## config.mk

```make
export PLATFORM = sky130hd
export DESIGN_NAME = lsc_divider
export DESIGN_NICKNAME = d
export VERILOG_FILES = /design/src/sv/lsc_pkg.sv /design/src/sv/lsc_divider.sv
export SDC_FILE = /design/constraint.sdc
export NUM_CORES = 1
export LEC_CHECK = 0
export ABC_CLOCK_PERIOD_IN_PS = 2850
export BUFFER_PORTS_ARGS = -buffer_cell sky130_fd_sc_hd__buf_4
export CORE_AREA = 2 2 75 77
export DETAILED_ROUTE_END_ITERATION = 6
export DIE_AREA = 0 0 77 79
export GPL_TIMING_DRIVEN = 0
export HOLD_SLACK_MARGIN = 0.03
export PLACE_DENSITY_LB_ADDON = 0.25
export SLEW_MARGIN = 10
export SYNTH_ARGS = -nofsm -noshare
export SYNTH_HDL_FRONTEND = slang
export SYNTH_SLANG_ARGS = --single-unit
```

## constraint.sdc

```tcl
create_clock -name i_clk -period 2.85 [get_ports i_clk]
set_input_delay 0.1425 -clock i_clk [delete_from_list [all_inputs] [get_ports i_clk]]
set_output_delay 0.1425 -clock i_clk [all_outputs]
set_load 0.005 [all_outputs]
```

## src/sv/lsc_pkg.sv

```systemverilog
// ----------------------------------------------------------------------------
// lsc_pkg
// Shared types and constants of the grid line-of-sight checker.
// ----------------------------------------------------------------------------
package lsc_pkg;

    localparam int COORD_W   = 8;
    localparam int DIV_STEPS = COORD_W;

    localparam logic ACT_WRITE = 1'b0;
    localparam logic ACT_QUERY = 1'b1;

    typedef logic [COORD_W-1:0] t_coord;

    typedef struct packed {
        logic   done;
        t_coord quo;
        t_coord rem;
    } t_div_res;

endpackage

```

## src/sv/lsc_divider.sv

```systemverilog
// ----------------------------------------------------------------------------
// lsc_divider
// Restoring unsigned divider, one quotient bit per cycle.
// ----------------------------------------------------------------------------
module lsc_divider (
    input  logic               i_clk,
    input  logic               i_rst_n,
    input  logic               i_start,
    input  lsc_pkg::t_coord    i_num,
    input  lsc_pkg::t_coord    i_den,
    output lsc_pkg::t_div_res  o_res
);

    localparam int CNT_W = $clog2(lsc_pkg::DIV_STEPS + 1);

    logic [CNT_W-1:0]  r_cnt, n_cnt;
    logic              r_done, n_done;
    lsc_pkg::t_coord   r_quo, n_quo;
    lsc_pkg::t_coord   r_rem, n_rem;
    lsc_pkg::t_coord   r_den, n_den;
    logic [lsc_pkg::COORD_W:0] w_trial;
    logic [lsc_pkg::COORD_W:0] w_diff;
    logic              w_ge;

    assign w_trial = {r_rem, r_quo[lsc_pkg::COORD_W-1]};
    assign w_diff  = w_trial - {1'b0, r_den};
    assign w_ge    = w_trial >= {1'b0, r_den};

    always_comb begin
        n_cnt  = r_cnt;
        n_done = 1'b0;
        n_quo  = r_quo;
        n_rem  = r_rem;
        n_den  = r_den;
        if (i_start) begin
            n_cnt = CNT_W'(lsc_pkg::DIV_STEPS);
            n_quo = i_num;
            n_rem = '0;
            n_den = i_den;
        end else if (r_cnt != '0) begin
            n_cnt = r_cnt - 1'b1;
            n_quo = {r_quo[lsc_pkg::COORD_W-2:0], w_ge};
            n_rem = w_ge ? w_diff[lsc_pkg::COORD_W-1:0]
                         : w_trial[lsc_pkg::COORD_W-1:0];
            n_done = (r_cnt == CNT_W'(1));
        end
    end

    always_ff @(posedge i_clk) begin
        if (!i_rst_n) begin
            r_cnt  <= '0;
            r_done <= 1'b0;
        end else begin
            r_cnt  <= n_cnt;
            r_done <= n_done;
        end
        r_quo <= n_quo;
        r_rem <= n_rem;
        r_den <= n_den;
    end

    assign o_res.done = r_done;
    assign o_res.quo  = r_quo;
    assign o_res.rem  = r_rem;

endmodule

```

# After elaboration in Yosys (flattened, before gate mapping)
# Index checks and enable logic that the tools add are counted.
# op_classes
mux,5
eq_ne,1
magnitude_cmp,1
addsub,2
bitwise_logic,2
n_reduce_logical,4
# op_table
op,n
$mux W8,3
$ge A9 B8 Y1,1
$mux W4,2
$sub A8 B8 Y8,1
$eq A4 B1 Y1 const B,1
$reduce_bool A4 Y1,1
$sub A4 B1 Y4 const B,1
$reduce_or A3 Y1,1
$not A1 Y1,2
$reduce_bool A2 Y1,1
$reduce_or A2 Y1,1
# totals
elab_cells,21
inputBits,19
ff_bits,29
out_inout_bits,17

# Logic depth before layout (Yosys ltp)
# logic_depth
depth_word,3
mapped_depth,9
mapped_depth_nobuf,9

# Worst setup path after synthesis
# Ideal clock, no wire load.
# synth_path
path_type,flip-flop to flip-flop
startpoint,register r_quo[7]
endpoint,register r_rem[3]
path_slack_ns,0.895
required_time_ns,2.771
t_arrival_ns,1.875
synth_period_minus_slack_ns,1.955
path_stages_with_launch,9
path_cell_list,edfxtp_1 > inv_1 > ha_1 > nand2b_1 > a31oi_1 > or3_4 > and3_4 > o31a_1 > a211oi_2
# synth_between
elab_chain_cells,2
elab_cells_between_ends,3
cone_classes,add/sub (1); order compare (1); mux (1)
# synth_lines
item,line,rtl
start: declaration,lsc_divider.sv:18,"lsc_pkg::t_coord r_quo, n_quo;"
start signal: assignment,lsc_divider.sv:57,r_quo <= n_quo;
$sub A8 B8 Y8 or $ge A9 B8 Y1 (tied branches),"lsc_divider.sv:26, lsc_divider.sv:27",
$mux W8 *,lsc_divider.sv:43,n_rem = w_ge ? w_diff[lsc_pkg::COORD_W-1:0]
end signal: assignment,lsc_divider.sv:58,r_rem <= n_rem;
end: declaration,lsc_divider.sv:19,"lsc_pkg::t_coord r_rem, n_rem;"
# Every way passes the cells marked *; elsewhere a longest branch is shown, timed or not.
# A chain may end at the register's enable or synchronous reset.

# Final worst setup path
# layout_path
startpoint,register r_rem[1]
endpoint,register r_rem[3]
# layout_between
elab_chain_cells,2
elab_cells_between_ends,3
cone_classes,add/sub (1); order compare (1); mux (1)
# layout_lines
item,line
$sub A8 B8 Y8 or $ge A9 B8 Y1 (tied branches),"lsc_divider.sv:26, lsc_divider.sv:27"
$mux W8 *,lsc_divider.sv:43
# Marks and branches as above.

==> results_dict.tcl <==
set metrics [dict create \
    status "completed" \
    grt_pass1_wl_um 5730 \
    synth_edf_count 16 \
    wl_per_cell_um 12.3 \
    crit_fanout 6 \
    ff2ff_setup_slack_ns 0.77 \
    grt_max_degree 11 \
    die_h_um 79 \
    timing.final.ws_setup_ns 0.765 \
    synth.avg_cell_area_um2 10.5 \
    worst_hold_slack_ns 0.0659 \
    holdPathEnd "r_cnt[3]" \
    cts_root_buf "clkbuf_8" \
    grt_overflow_total 0 \
    final_antenna_net_count 0 \
    arrival_ns 2.29 \
    total_power_mw 1.57 \
    rows 27 \
    worst-r2r-cell-count 7 \
    synth_nets 180 \
    wirelength_um 3360 \
    fillCellCount 563 \
    finalCritPeriodShare 0.731 \
    dpl.hpwl_um 2520 \
    crit_type "flip-flop to flip-flop" \
    syn_inst 150 \
    rsz0062_at_grt "no" \
    clkSinkCount 29 \
    insertedDiodeCount 0 \
    hold_viol 0 \
    worst_pin_slew_ns 0.505 \
    final_cells 273 \
    cts_resized 0 \
    gp_congestion 0.829 \
    syn2layout_area_growth_pct 34.8 \
    gr-usage-all-layers 0.120 \
    dp.cells 257 \
    yosysSeqAreaShare 0.470 \
    fin_skew_ns 0.00595 \
    finalNetCount 230 \
    setup_tns_ns 0 \
    fp.dieArea_um2 6080 \
    synthTopCellsByArea "edfxtp_1 (30%), dfxtp_1 (17%), ha_1 (7.9%), mux2_2 (5.7%), nor2_1 (4.3%)" \
    min_from "i_rst_n" \
    clk_pin_slew_ns 0.07 \
    drc 0 \
    max_cap_violations 0 \
    synth_top_cell_by_area "edfxtp_1" \
    cts_tree "built" \
    multi_input_area_um2 772 \
    yosysUniqueCellTypes 40 \
    powerDensity_nw_per_um2 741 \
    pre_cts_slack_ns 0.754 \
    reg2reg_from "r_rem[1]" \
    post-route-util 0.398 \
    clock_latency_ns 0.28 \
    io_buffer_count 35 \
    antenna_found_initial 0 \
    min_path_cells 2 \
    core_area_um2 5340 \
    synth_flop_cell "edfxtp_1" \
    fin_area_um2 2120 \
    endpoint_kind "flip-flop" \
    ys_async_sr_fraction 0 \
    synth_seq_cells 29 \
    drtIter0Drc 62 \
    h-tree-depth 2 \
    setup_violations 0 \
    ioPinCount 36 \
    start_util 0.295 \
    register_area_um2 741 \
    slew_violations 0 \
    post_drt_via_cell_ratio 4.62 \
    numCtsBuffers 5 \
    vias 1260 \
    min_path_type "input port to flip-flop" \
    die_w_um 77 \
    drive_gt1_frac 0.284 \
    r2r-end "r_rem[3]" \
    required_ns 3.06 \
    synth.top_cell.area_share 0.305 \
    drtPass1Iterations 4 \
    ir_worst_vdd_mv 0.426 \
    cp-start-kind "flip-flop" \
    clock.fmax_ghz 0.480 \
    maxSlewHeadroom 0.663 \
    grt_pass1_vias 1253 \
    fin_crit_ns 2.08 \
    yosysWarnings 0 \
    cts_max_path_buffers 2 \
    dpl_cell_area_um2 1930 \
    p_leak_nw 0.906 \
    synth_area_um2 1580 \
]
-- cells by family after synthesis --
kind of cell / synth area share
AO/OA/AOI/OAI: 0.155
XOR/XNOR: 0.0167
adder cells (fa/ha/maj): 0.0921
buffers and inverters: 0.0405
flip-flops: 0.470
multiplexers: 0.0762
AND/OR/NAND/NOR: 0.150
-- per-layer routing --
metal	track usage	vias up	wire length (um)
li1	-	644	-
met1	0.154	572	1550
met2	0.194	38	1530
met3	0.0352	6	241
met4	0.0429	0	43
met5	0	-	0
-- cells in the final DEF, fill, tap and decap left out, types with 2 or more instances in the layout --
master / n
a21o_1: 3
a31oi_1: 2
clkbuf_1: 3
edfxtp_1: 16
nand3b_1: 2
nand2b_1: 7
inv_1: 11
mux2i_1: 3
buf_4: 36
ha_1: 10
a211oi_1: 5
xnor2_1: 3
mux2_2: 8
o21ai_0: 5
dlygate4sd3_1: 8
dfxtp_1: 13
o21a_1: 3
nand2_1: 6
nor2_1: 18
o31a_1: 4
a21oi_1: 7
clkbuf_8: 6
-- worst max path at each step --
stage               startpoint       end  cells past startpoint
finish                r_rem[1]  r_rem[3]                      7
global route          r_quo[7]  r_rem[6]                      9
CTS                   r_rem[1]  r_rem[3]                      7
detailed placement    r_rem[1]  r_rem[6]                      7
global placement      r_rem[1]  r_rem[3]                      7
floorplan             r_quo[7]  r_rem[3]                      8
-- report_power, final --
part / leakage [nW] / total [mW] / internal [mW] / switching [mW]
Sequential: 0.267 / 0.575 / 0.520 / 0.0550
Clock: 0.0556 / 0.420 / 0.249 / 0.171
Combinational: 0.583 / 0.580 / 0.292 / 0.287
-- layout make-up --
| type | count | area share |
|---|---|---|
| plain buffers | 5 | 0.0106 |
| clock buffers | 7 | 0.0506 |
| clock inverters | 1 | 0.00353 |
| inverters | 11 | 0.0194 |
| multi-input cells | 105 | 0.363 |
| flip-flops and latches | 29 | 0.349 |
| well taps | 72 | 0.0424 |
| repair buffers | 43 | 0.161 |
-- Yosys cell counts (all sizes together) (4+ instances only) --
cell and number:
edfxtp 16, a21oi 7, nand2b 7, inv 11, o31a 4, nand2 6
mux2 8, dfxtp 13, o21ai 5, nor2 18, a211oi 6, ha 10
-- state kept, by name, indices dropped and copies added (netlist names) --
signal / flops
r_cnt: 4
r_done: 1
r_rem: 8
r_den: 8
r_quo: 8
-- worst max-delay path: stages, from the launching register on --
cell	delay, ns
dfxtp_1	0.34
ha_1	0.38
a21o_1	0.14
a31oi_1	0.05
or3_4	0.42
and3_4	0.18
o31a_1	0.30
a211oi_2	0.20
-- timing repair --
item / 4_1_cts / 5_1_grt
setup buffers: 0 / 0
endpoints found under the hold margin: 6 / 2
hold buffers: 6 / 2
setup endpoints to repair: 0 / 0
(Power assumes the default switching activity.)
